<file path="src/hw/rtl/qdd_pkg.sv">
// Shared types and constants for the quadrature detent decoder.
`default_nettype none
package qdd_pkg;

  localparam int DELAY_BITS_DEFAULT = 16;
  localparam int SETTLE_W           = 16;
  localparam int LIMIT_W            = 8;
  localparam int CODE_W             = 2;
  localparam int CFG_INDEX_W        = 3;
  localparam int CFG_DATA_W         = 16;

  localparam int STALL_LIMIT_RESET  = 15;

  localparam logic [SETTLE_W-1:0] SETTLE_RESET = SETTLE_W'(10);
  localparam logic [CODE_W-1:0]   IDLE_RESET   = 2'd3;
  localparam logic [CODE_W-1:0]   FREV_RESET   = 2'd1;
  localparam logic [CODE_W-1:0]   FFWD_RESET   = 2'd2;
  localparam logic [CODE_W-1:0]   MID_RESET    = 2'd0;
  localparam logic [CODE_W-1:0]   LREV_RESET   = 2'd2;
  localparam logic [CODE_W-1:0]   LFWD_RESET   = 2'd1;

  localparam logic signed [1:0] MOVE_NONE    = 2'sd0;
  localparam logic signed [1:0] MOVE_FORWARD = 2'sd1;
  localparam logic signed [1:0] MOVE_REVERSE = -2'sd1;

  typedef enum logic [CFG_INDEX_W-1:0] {
    REG_SETTLE_TICKS  = 3'd0,
    REG_STALL_LIMIT   = 3'd1,
    REG_CODE_IDLE     = 3'd2,
    REG_FIRST_REVERSE = 3'd3,
    REG_FIRST_FORWARD = 3'd4,
    REG_CODE_MIDDLE   = 3'd5,
    REG_LAST_REVERSE  = 3'd6,
    REG_LAST_FORWARD  = 3'd7
  } cfg_reg_t;

  typedef enum logic [2:0] {
    PH_WAIT   = 3'd0,
    PH_FIRST  = 3'd1,
    PH_MIDDLE = 3'd2,
    PH_LAST   = 3'd3,
    PH_RESET  = 3'd4
  } phase_t;

  typedef struct packed {
    logic [SETTLE_W-1:0] settle_ticks;
    logic [LIMIT_W-1:0]  stall_limit;
    logic [CODE_W-1:0]   code_idle;
    logic [CODE_W-1:0]   code_first_reverse;
    logic [CODE_W-1:0]   code_first_forward;
    logic [CODE_W-1:0]   code_middle;
    logic [CODE_W-1:0]   code_last_reverse;
    logic [CODE_W-1:0]   code_last_forward;
  } cfg_t;

  typedef struct packed {
    logic signed [1:0] movement;
    logic [2:0]        phase;
  } result_t;

endpackage
`default_nettype wire

</file>
<file path="src/hw/rtl/qdd_core.sv">
// Detent phase machine with settling delay and stall counter.
`default_nettype none
module qdd_core #(
  parameter int DELAY_BITS = qdd_pkg::DELAY_BITS_DEFAULT
) (
  input  wire logic                        clk,
  input  wire logic                        rst,
  input  wire logic                        take,
  input  wire logic [qdd_pkg::CODE_W-1:0]  code,
  input  wire qdd_pkg::cfg_t               cfg,
  output qdd_pkg::result_t                 result
);
  import qdd_pkg::*;

  localparam int WIDE = (DELAY_BITS > SETTLE_W) ? DELAY_BITS : SETTLE_W;

  phase_t               phase_reg, phase_next;
  logic [CODE_W-1:0]    previous_code, previous_code_next;
  logic                 reverse_seen, reverse_seen_next;
  logic                 forward_seen, forward_seen_next;
  logic [LIMIT_W-1:0]   stall_count, stall_count_next;
  logic [DELAY_BITS-1:0] delay_left, delay_left_next;

  logic [WIDE-1:0]       settle_wide;
  logic [WIDE-1:0]       max_wide;
  logic [DELAY_BITS-1:0] reload_val;
  logic                  eval;
  logic                  changed;
  logic [LIMIT_W-1:0]    stall_inc;
  logic                  stall_over;
  logic signed [1:0]     move;

  assign settle_wide = WIDE'(cfg.settle_ticks);
  assign max_wide    = WIDE'({DELAY_BITS{1'b1}});
  assign reload_val  = (settle_wide > max_wide) ? max_wide[DELAY_BITS-1:0]
                                                : settle_wide[DELAY_BITS-1:0];
  assign eval        = (delay_left == '0);
  assign changed     = (code != previous_code);
  assign stall_inc   = (stall_count == {LIMIT_W{1'b1}}) ? stall_count
                                                        : stall_count + 1'b1;
  assign stall_over  = (stall_inc > cfg.stall_limit);

  // next state
  always_comb begin
    phase_next         = phase_reg;
    previous_code_next = previous_code;
    reverse_seen_next  = reverse_seen;
    forward_seen_next  = forward_seen;
    stall_count_next   = stall_count;
    delay_left_next    = delay_left;
    if (take) begin
      if (!eval) begin
        delay_left_next = delay_left - 1'b1;
      end else begin
        case (phase_reg)
          PH_WAIT: begin
            if (changed) begin
              if (code == cfg.code_first_reverse) begin
                phase_next        = PH_FIRST;
                reverse_seen_next = 1'b1;
              end else if (code == cfg.code_first_forward) begin
                phase_next        = PH_FIRST;
                forward_seen_next = 1'b1;
              end else begin
                phase_next        = PH_RESET;
                reverse_seen_next = 1'b0;
                forward_seen_next = 1'b0;
              end
              stall_count_next   = '0;
              previous_code_next = code;
              delay_left_next    = reload_val;
            end
          end
          PH_FIRST, PH_MIDDLE, PH_LAST: begin
            if (!changed) begin
              if (stall_over) begin
                stall_count_next  = '0;
                phase_next        = PH_RESET;
                reverse_seen_next = 1'b0;
                forward_seen_next = 1'b0;
              end else begin
                stall_count_next = stall_inc;
                delay_left_next  = reload_val;
              end
            end else begin
              stall_count_next   = '0;
              previous_code_next = code;
              if (phase_reg == PH_FIRST) begin
                delay_left_next = reload_val;
                if (code == cfg.code_middle) begin
                  phase_next = PH_MIDDLE;
                end else begin
                  phase_next        = PH_RESET;
                  reverse_seen_next = 1'b0;
                  forward_seen_next = 1'b0;
                end
              end else if (phase_reg == PH_MIDDLE) begin
                if (code == cfg.code_last_reverse) begin
                  if (reverse_seen) begin
                    phase_next      = PH_LAST;
                    delay_left_next = reload_val;
                  end
                end else if (code == cfg.code_last_forward) begin
                  if (forward_seen) begin
                    phase_next      = PH_LAST;
                    delay_left_next = reload_val;
                  end
                end else begin
                  phase_next        = PH_RESET;
                  reverse_seen_next = 1'b0;
                  forward_seen_next = 1'b0;
                end
              end else begin
                phase_next        = PH_WAIT;
                reverse_seen_next = 1'b0;
                forward_seen_next = 1'b0;
              end
            end
          end
          PH_RESET: begin
            if (changed) begin
              if (code == cfg.code_idle) begin
                phase_next = PH_WAIT;
              end
              previous_code_next = code;
            end
            delay_left_next = reload_val;
          end
          default: begin
          end
        endcase
      end
    end
  end

  // outputs
  always_comb begin
    move = MOVE_NONE;
    if (take && eval && phase_reg == PH_LAST && changed) begin
      priority if (reverse_seen) begin
        move = MOVE_REVERSE;
      end else if (forward_seen) begin
        move = MOVE_FORWARD;
      end
    end
  end

  assign result.movement = move;
  assign result.phase    = phase_next;

  always_ff @(posedge clk) begin
    if (rst) begin
      phase_reg     <= PH_WAIT;
      previous_code <= '0;
      reverse_seen  <= 1'b0;
      forward_seen  <= 1'b0;
      stall_count   <= '0;
      delay_left    <= '0;
    end else begin
      phase_reg     <= phase_next;
      previous_code <= previous_code_next;
      reverse_seen  <= reverse_seen_next;
      forward_seen  <= forward_seen_next;
      stall_count   <= stall_count_next;
      delay_left    <= delay_left_next;
    end
  end

endmodule
`default_nettype wire

</file>
<file path="src/hw/rtl/quadrature_detent_decoder.sv">
// Quadrature detent decoder top level: config registers and result buffer.
//
// Sample channel: one request per tick carries pin_code (bit1 channel A,
// bit0 channel B), taken when sample_valid is high and sample_stall low.
// Result channel: one result per request, movement (+1 forward, -1
// reverse, 0 none) and phase after that tick, taken when result_valid is
// high and result_stall low.
// Each result is registered before it is offered. Throughput: one request
// per cycle while sample_stall is low; the phase machine and settling
// counter update combinationally from the register state.
// Backpressure: an output register plus one skid register; sample_stall
// rises only when both hold results, so one more request is taken while a
// result waits at the output.
// Config: cfg_we writes cfg_data to register cfg_index at once; write only
// while no results are pending.
// Reset (rst, synchronous): registers go to their defaults, phase to wait,
// settling delay to expired, both result slots empty.
`default_nettype none
module quadrature_detent_decoder #(
  parameter int DELAY_BITS = qdd_pkg::DELAY_BITS_DEFAULT
) (
  input  wire logic                             clk,
  input  wire logic                             rst,
  input  wire logic                             sample_valid,
  output logic                                  sample_stall,
  input  wire logic [qdd_pkg::CODE_W-1:0]       pin_code,
  output logic                                  result_valid,
  input  wire logic                             result_stall,
  output logic signed [1:0]                     movement,
  output logic [2:0]                            phase,
  input  wire logic                             cfg_we,
  input  wire logic [qdd_pkg::CFG_INDEX_W-1:0]  cfg_index,
  input  wire logic [qdd_pkg::CFG_DATA_W-1:0]   cfg_data
);
  import qdd_pkg::*;

  cfg_t    cfg;
  result_t new_result;
  result_t out_data, skid_data;
  logic    out_full, skid_full;
  logic    take, pop;

  assign sample_stall = skid_full;
  assign take         = sample_valid && !skid_full;
  assign pop          = out_full && !result_stall;

  always_ff @(posedge clk) begin
    if (rst) begin
      cfg.settle_ticks       <= SETTLE_RESET;
      cfg.stall_limit        <= LIMIT_W'(STALL_LIMIT_RESET);
      cfg.code_idle          <= IDLE_RESET;
      cfg.code_first_reverse <= FREV_RESET;
      cfg.code_first_forward <= FFWD_RESET;
      cfg.code_middle        <= MID_RESET;
      cfg.code_last_reverse  <= LREV_RESET;
      cfg.code_last_forward  <= LFWD_RESET;
    end else if (cfg_we) begin
      unique case (cfg_reg_t'(cfg_index))
        REG_SETTLE_TICKS:  cfg.settle_ticks       <= cfg_data[SETTLE_W-1:0];
        REG_STALL_LIMIT:   cfg.stall_limit        <= cfg_data[LIMIT_W-1:0];
        REG_CODE_IDLE:     cfg.code_idle          <= cfg_data[CODE_W-1:0];
        REG_FIRST_REVERSE: cfg.code_first_reverse <= cfg_data[CODE_W-1:0];
        REG_FIRST_FORWARD: cfg.code_first_forward <= cfg_data[CODE_W-1:0];
        REG_CODE_MIDDLE:   cfg.code_middle        <= cfg_data[CODE_W-1:0];
        REG_LAST_REVERSE:  cfg.code_last_reverse  <= cfg_data[CODE_W-1:0];
        REG_LAST_FORWARD:  cfg.code_last_forward  <= cfg_data[CODE_W-1:0];
        default: begin
        end
      endcase
    end
  end

  qdd_core #(
    .DELAY_BITS(DELAY_BITS)
  ) u_core (
    .clk    (clk),
    .rst    (rst),
    .take   (take),
    .code   (pin_code),
    .cfg    (cfg),
    .result (new_result)
  );

  // result buffer control
  always_ff @(posedge clk) begin
    if (rst) begin
      out_full  <= 1'b0;
      skid_full <= 1'b0;
    end else if (out_full && !pop) begin
      if (take) begin
        skid_full <= 1'b1;
      end
    end else if (skid_full) begin
      out_full  <= 1'b1;
      skid_full <= 1'b0;
    end else begin
      out_full <= take;
    end
  end

  // result buffer data
  always_ff @(posedge clk) begin
    if (out_full && !pop) begin
      if (take) begin
        skid_data <= new_result;
      end
    end else if (skid_full) begin
      out_data <= skid_data;
    end else if (take) begin
      out_data <= new_result;
    end
  end

  assign result_valid = out_full;
  assign movement     = out_data.movement;
  assign phase        = out_data.phase;

endmodule
`default_nettype wire

</file>
<file path="config.mk">
export PLATFORM = sky130hd
export DESIGN_NAME = quadrature_detent_decoder
export DESIGN_NICKNAME = d
export VERILOG_FILES = /design/src/hw/rtl/qdd_pkg.sv /design/src/hw/rtl/qdd_core.sv /design/src/hw/rtl/quadrature_detent_decoder.sv
export SDC_FILE = /design/constraint.sdc
export NUM_CORES = 1
export LEC_CHECK = 0
export ABC_CLOCK_PERIOD_IN_PS = 3660
export BUFFER_PORTS_ARGS = -buffer_cell sky130_fd_sc_hd__buf_2
export CORE_ASPECT_RATIO = 0.8
export CORE_MARGIN = 4
export CORE_UTILIZATION = 45
export CTS_CLUSTER_SIZE = 14
export DETAILED_ROUTE_END_ITERATION = 6
export SLEW_MARGIN = 20
export SYNTH_ARGS = -nofsm -noshare
export SYNTH_HDL_FRONTEND = slang
export SYNTH_SLANG_ARGS = --single-unit
</file>
<file path="constraint.sdc">
create_clock -name clk -period 3.66 [get_ports clk]
set_input_delay 0.183 -clock clk [delete_from_list [all_inputs] [get_ports clk]]
set_output_delay 0.183 -clock clk [all_outputs]
set_load 0.01 [all_outputs]
</file>
# Word level (Yosys, flattened, before mapping)

Index checks and enable logic that the tools add are counted.
W data, S select, Z words.

Input bits: 26
Register bits: 79
Logic and storage cells: 145
Output and inout port bits: 7

Order comparisons: 2
Eq/ne operators: 33
Bitwise gates (word level): 1
$add $sub $neg: 2
Reductions and logical operators: 32
Muxes and demuxes: 55

Operators with widths:

| kind                    | count |
|---|---|
| $mux W16                | 11 |
| $mux W3                 | 16 |
| $pmux W16 S3            | 1 |
| $mux W8                 | 4 |
| $reduce_and A2 Y1       | 10 |
| $reduce_and A9 Y1       | 2 |
| $gt A16 B16 Y1 const B  | 1 |
| $logic_not A16 Y1       | 1 |
| $pmux W8 S2             | 1 |
| $sub A16 B1 Y16 const B | 1 |
| $eq A3 B3 Y1 const B    | 5 |
| $mux W1                 | 15 |
| $ne A5 B5 Y1 const B    | 3 |
| $eq A2 B2 Y1            | 6 |
| $eq A3 B2 Y1 const B    | 4 |
| $ne A4 B4 Y1 const B    | 3 |
| $ne A6 B5 Y1 const B    | 2 |
| $mux W5                 | 2 |
| $pmux W3 S3             | 1 |
| $add A8 B1 Y8 const B   | 1 |
| $eq A8 B8 Y1 const B    | 1 |
| $gt A8 B8 Y1            | 1 |
| $reduce_and A4 Y1       | 2 |
| $reduce_and A8 Y1       | 1 |
| other kinds (18)        | 30 |

# Logic depth before layout (Yosys ltp)

Depth in word-level cells: 11
Gate-level depth with buffers: 13
Gate-level depth less buffers: 12

# Modules after synthesis

From an unflattened synthesis, not the netlist that was laid out.

Cell total of the unflattened synthesis: 507
Area total of the unflattened synthesis: 4531.8 um^2

By module, submodules not included:

| module                    | cells an instance | seq. area each (um^2) | area an instance (um^2) | times used |
|---|---|---|---|---|
| qdd_core                  | 333               | 620.6                 | 2509.9                  | 1 |
| quadrature_detent_decoder | 174               | 1061.0                | 2021.9                  | 1 |

# Worst setup path before layout

OpenSTA, ideal clock, no wires.

Path type: flip-flop to flip-flop
From: register u_core.stall_count[0]
To: register u_core.delay_left[10]
Required time: 3575 ps
Arrival: 3093 ps
Slack: 483 ps
Library setup time: 85 ps
Period minus slack after synthesis: 3177 ps
Buffers on the path: 1
Stages on the path, launching flop included: 13
Cells stage by stage: dfxtp_1 > ha_1 > and2_0 > nand3_1 > mux2_2 > ha_1 > nor2b_1 > o211ai_2 > a21oi_1 > o41ai_1 > a21oi_2 > buf_6 > o31ai_2

Word-level cells in the longest chain between the ends: 5
Elaborated cells on any way between the ends: 6
Classes of those cells: 1 x add/sub; 1 x order compare; 2 x eq/ne; 1 x mux; 1 x reduce/logical

RTL lines:

| item                                          | line                           | text |
|---|---|---|
| start, declared                               | qdd_core.sv:21                 | `logic [LIMIT_W-1:0] stall_count, stall_count_next;` |
| start signal, assigned                        | qdd_core.sv:164                | `stall_count <= stall_count_next;` |
| $add A8 B1 Y8 or $eq A8 B8 Y1 (tied branches) | qdd_core.sv:40, qdd_core.sv:39 |  |
| $mux W8 *                                     | qdd_core.sv:39                 | `assign stall_inc = (stall_count == {LIMIT_W{1'b1}}) ? stall_count` |
| $gt A8 B8 Y1 *                                | qdd_core.sv:41                 | `assign stall_over = (stall_inc > cfg.stall_limit);` |
| $ne A4 B4 Y1 (no source line) *               | n/a                            |  |
| $reduce_and A8 Y1 (no source line) *          | n/a                            |  |
| end signal, assigned                          | qdd_core.sv:165                | `delay_left <= delay_left_next;` |
| end, declared                                 | qdd_core.sv:22                 | `logic [DELAY_BITS-1:0] delay_left, delay_left_next;` |

Mark *: on every way between the ends. The rest lies on a longest branch, timed or not.
A chain may end at the register's enable or synchronous reset.

# Final worst setup path

From: register u_core.stall_count[0]
To: register u_core.forward_seen

Word-level cells in the longest chain between the ends: 5
Elaborated cells on any way between the ends: 6
Classes of those cells: 1 x add/sub; 1 x order compare; 2 x eq/ne; 1 x mux; 1 x reduce/logical

RTL lines:

| item                                          | line                           | text |
|---|---|---|
| $add A8 B1 Y8 or $eq A8 B8 Y1 (tied branches) | qdd_core.sv:40, qdd_core.sv:39 |  |
| $mux W8 *                                     | qdd_core.sv:39                 |  |
| $gt A8 B8 Y1 *                                | qdd_core.sv:41                 |  |
| $ne A3 B1 Y1 (no source line) *               | n/a                            |  |
| $reduce_and A9 Y1 (no source line) *          | n/a                            |  |
| end signal, assigned                          | qdd_core.sv:163                | `forward_seen <= forward_seen_next;` |
| end, declared                                 | qdd_core.sv:20                 | `logic forward_seen, forward_seen_next;` |

Marked as above.

==> impl_metrics.env <==
export IMPL_nNetsFinal=562
export IMPL_drc=0
export IMPL_ys_ff_latch=79
export IMPL_regMostFlops="cfg"
export IMPL_numCtsBuffers=9
export IMPL_yosysSeqAreaShare=0.396
export IMPL_ys_warn_count=0
export IMPL_endpoint_kind="flip-flop"
export IMPL_cts_clk_slew_worst_paths_ns=0.05
export IMPL_async_flop_share=0
export IMPL_dp_cells=625
export IMPL_syn2layout_area_growth_pct=12.9
export IMPL_maxCapViolCount=0
export IMPL_start_util=0.466
export IMPL_largest_reg_flops=36
export IMPL_skew_ns=0.00597
export IMPL_die_area_um2=11100
export IMPL_via_count=3716
export IMPL_rows=31
export IMPL_setup_tns_ns=0
export IMPL_wl_per_cell_um=16.4
export IMPL_netlist_area_um2=4250
export IMPL_coreArea_um2=9110
export IMPL_worstHoldPathType="in2reg"
export IMPL_port_buffers=32
export IMPL_grt_max_degree=61
export IMPL_clock_sinks=79
export IMPL_first_pass_iters=5
export IMPL_place_area_um2=4460
export IMPL_cts_root_buffer="clkbuf_16"
export IMPL_slew_headroom=0.422
export IMPL_rsz0062_at_grt="false"
export IMPL_syn_inst=503
export IMPL_worst_slew_pin_transition_ns=0.862
export IMPL_outcome="completed"
export IMPL_postSynthNetCount=539
export IMPL_htree_levels=3
export IMPL_ys_flop_type="dfxtp_1"
export IMPL_hold_buffers=0
export IMPL_die_w_um=117
export IMPL_ioPinCount=33
export IMPL_grt_first_pass_wirelength_mm=17.4
export IMPL_finalHoldViolations=0
export IMPL_dieHeight_um=94.9
export IMPL_cts_tree="done"
export IMPL_largestRegisters="cfg x36, u_core.delay_left x16, u_core.stall_count x8"
export IMPL_clockBufferDepth=2
export IMPL_synth_enable_flop_cells=10
export IMPL_finalCriticalPeriod_ns=3.38
export IMPL_fmax_ghz=0.296
export IMPL_min_period_over_period=0.924
export IMPL_n_antenna_cell=0
export IMPL_setup_viol=0
export IMPL_routabilityCongestion=0.866
export IMPL_pwr_density_cell_nw_per_um2=632
export IMPL_yosysUniqueCellTypes=66
export IMPL_critPathKind="reg2reg"
export IMPL_overflow=0
export IMPL_grtUsageTotal=0.201
export IMPL_drive_above_1_share=0.146
export IMPL_slew_violations=0
export IMPL_cp_required_ns=3.84
export IMPL_ant_nets=0
export IMPL_synth_area_per_cell_um2=8.45
export IMPL_vdd_drop_max_mv=0.393
export IMPL_final_cells=644
export IMPL_wl_mm=10.6
export IMPL_power_leakage_uw=0.00182
export IMPL_crit_arrival_ns=3.56
export IMPL_antenna_found_initial=0
export IMPL_final_cell_area_um2=4800
export IMPL_clock_latency_ns=0.34
export IMPL_drt_iter0_drc=262
export IMPL_hpwl_mm=7.50
export IMPL_total_power_uw=3030
export IMPL_crit_fanout=8
export IMPL_worst_setup_path_start_kind="flip-flop"
export IMPL_grt_pass1_vias=3443
export IMPL_avgViaCountPerCell=5.77
==> critical path, cell delays in order (launching register included) <==
cell       delay, ns
dfxtp_1         0.40
ha_1            0.20
and2_0          0.28
nand3_2         0.21
nand4_1         0.16
xnor2_1         0.15
ha_1            0.28
nand4_1         0.25
nor2_2          0.12
nor2b_2         0.31
o21ai_0         0.19
a2111oi_2       0.51
a221oi_1        0.16
==> worst paths after layout <==
path / start / to / slack [ns] / cells past startpoint
max: u_core.stall_count[0]$_SDFFE_PP0P_ / u_core.forward_seen$_SDFFE_PP0P_ / 0.28 / 12
min: cfg_data[10] / cfg[30]$_SDFFE_PP0P_ / 0.08 / 3
max reg2reg: u_core.stall_count[0]$_SDFFE_PP0P_ / u_core.forward_seen$_SDFFE_PP0P_ / 0.28 / 12
min reg2reg: cfg[18]$_SDFFE_PP0P_ / cfg[18]$_SDFFE_PP0P_ / 0.46 / 2
==> final cells by class <==
class                      count  area, µm²
multi-input combinational    378       2410
sequential                    79       1680
clock inverter                 2       10.0
inverter                      17       63.8
tap                          115        144
timing repair buffer          41        240
fill                         871       4320
clock buffer                  12        246
==> cells in the final DEF (no fill, tap or decap), types with 5 or more instances in the layout <==
cell and instances:
buf_2 32, o31ai_1 8, dfxtp_1 69, xnor2_1 12, and3_1 6, nand3_1 20, a22oi_1 8, nand2b_1 5
nor2_1 28, ha_1 10, inv_1 16, buf_4 8, edfxtp_1 10, o21ai_0 11, nor2b_1 6, a21oi_1 37
clkbuf_16 9, a21o_1 6, o41ai_1 5, o211ai_1 8, nand4_1 10, a31oi_1 5, xor2_1 7, nor3_1 16
nand2_1 85, mux2i_1 16, or3_1 5
==> cells in the mapped netlist, drive strengths merged, types with 12 or more instances <==
| cell type | instances | area (µm²) |
|---|---|---|
| nand2 | 85 | 319 |
| dfxtp | 69 | 1380 |
| a21oi | 39 | 203 |
| nor2 | 29 | 109 |
| nand3 | 21 | 105 |
| clkbuf | 20 | 76.3 |
| nor3 | 20 | 110 |
| inv | 16 | 60.1 |
| mux2i | 16 | 160 |
| o21ai | 12 | 60.1 |
| o31ai | 12 | 110 |
| xnor2 | 12 | 105 |
==> stage by stage <==
stage	setup WS (ns)	hold slack, ns	util
after global routing	0.00944	0.0810	0.526
after global placement	0.208	0.417	0.489
after floorplan	0.483	0.307	-
after CTS	0.0193	0.0742	0.518
after detailed placement	0.0674	0.428	0.489
final	0.277	0.0794	0.526
==> report_power, final <==
group          switching (µW)  internal, µW
registers                 122           991
logic                     695           431
clock network             327           468
total                    1140          1890
==> cells by family (layout without fill, tap and decap cells) <==
| family | after synthesis | in the layout | share of synthesized area |
|---|---|---|---|
| AND/OR/NAND/NOR | 211 | 211 | 0.247 |
| flip-flops | 79 | 79 | 0.396 |
| buffers and inverters | 46 | 72 | 0.0468 |
| adder cells (fa/ha/maj) | 10 | 10 | 0.0294 |
| AO/OA/AOI/OAI | 121 | 121 | 0.202 |
| multiplexers | 17 | 17 | 0.0403 |
| XOR/XNOR | 19 | 19 | 0.0391 |
==> routing by layer <==
| metal | global-route usage | vias to the layer above | share of wire | routed length, µm |
|---|---|---|---|---|
| li1 | - | 1870 | - | - |
| met1 | 0.288 | 1747 | 0.51 | 5340 |
| met2 | 0.301 | 85 | 0.44 | 4600 |
| met3 | 0.0429 | 14 | 0.046 | 485 |
| met4 | 0.0688 | 0 | 0.013 | 136 |
| met5 | 0 | - | 0 | 0 |
==> repair_timing <==
action                     in CTS  in global routing
setup endpoints to repair       0                 21
setup buffers                   0                  5
gates resized for setup         0                  5
Power figures use the tool's default switching activity.
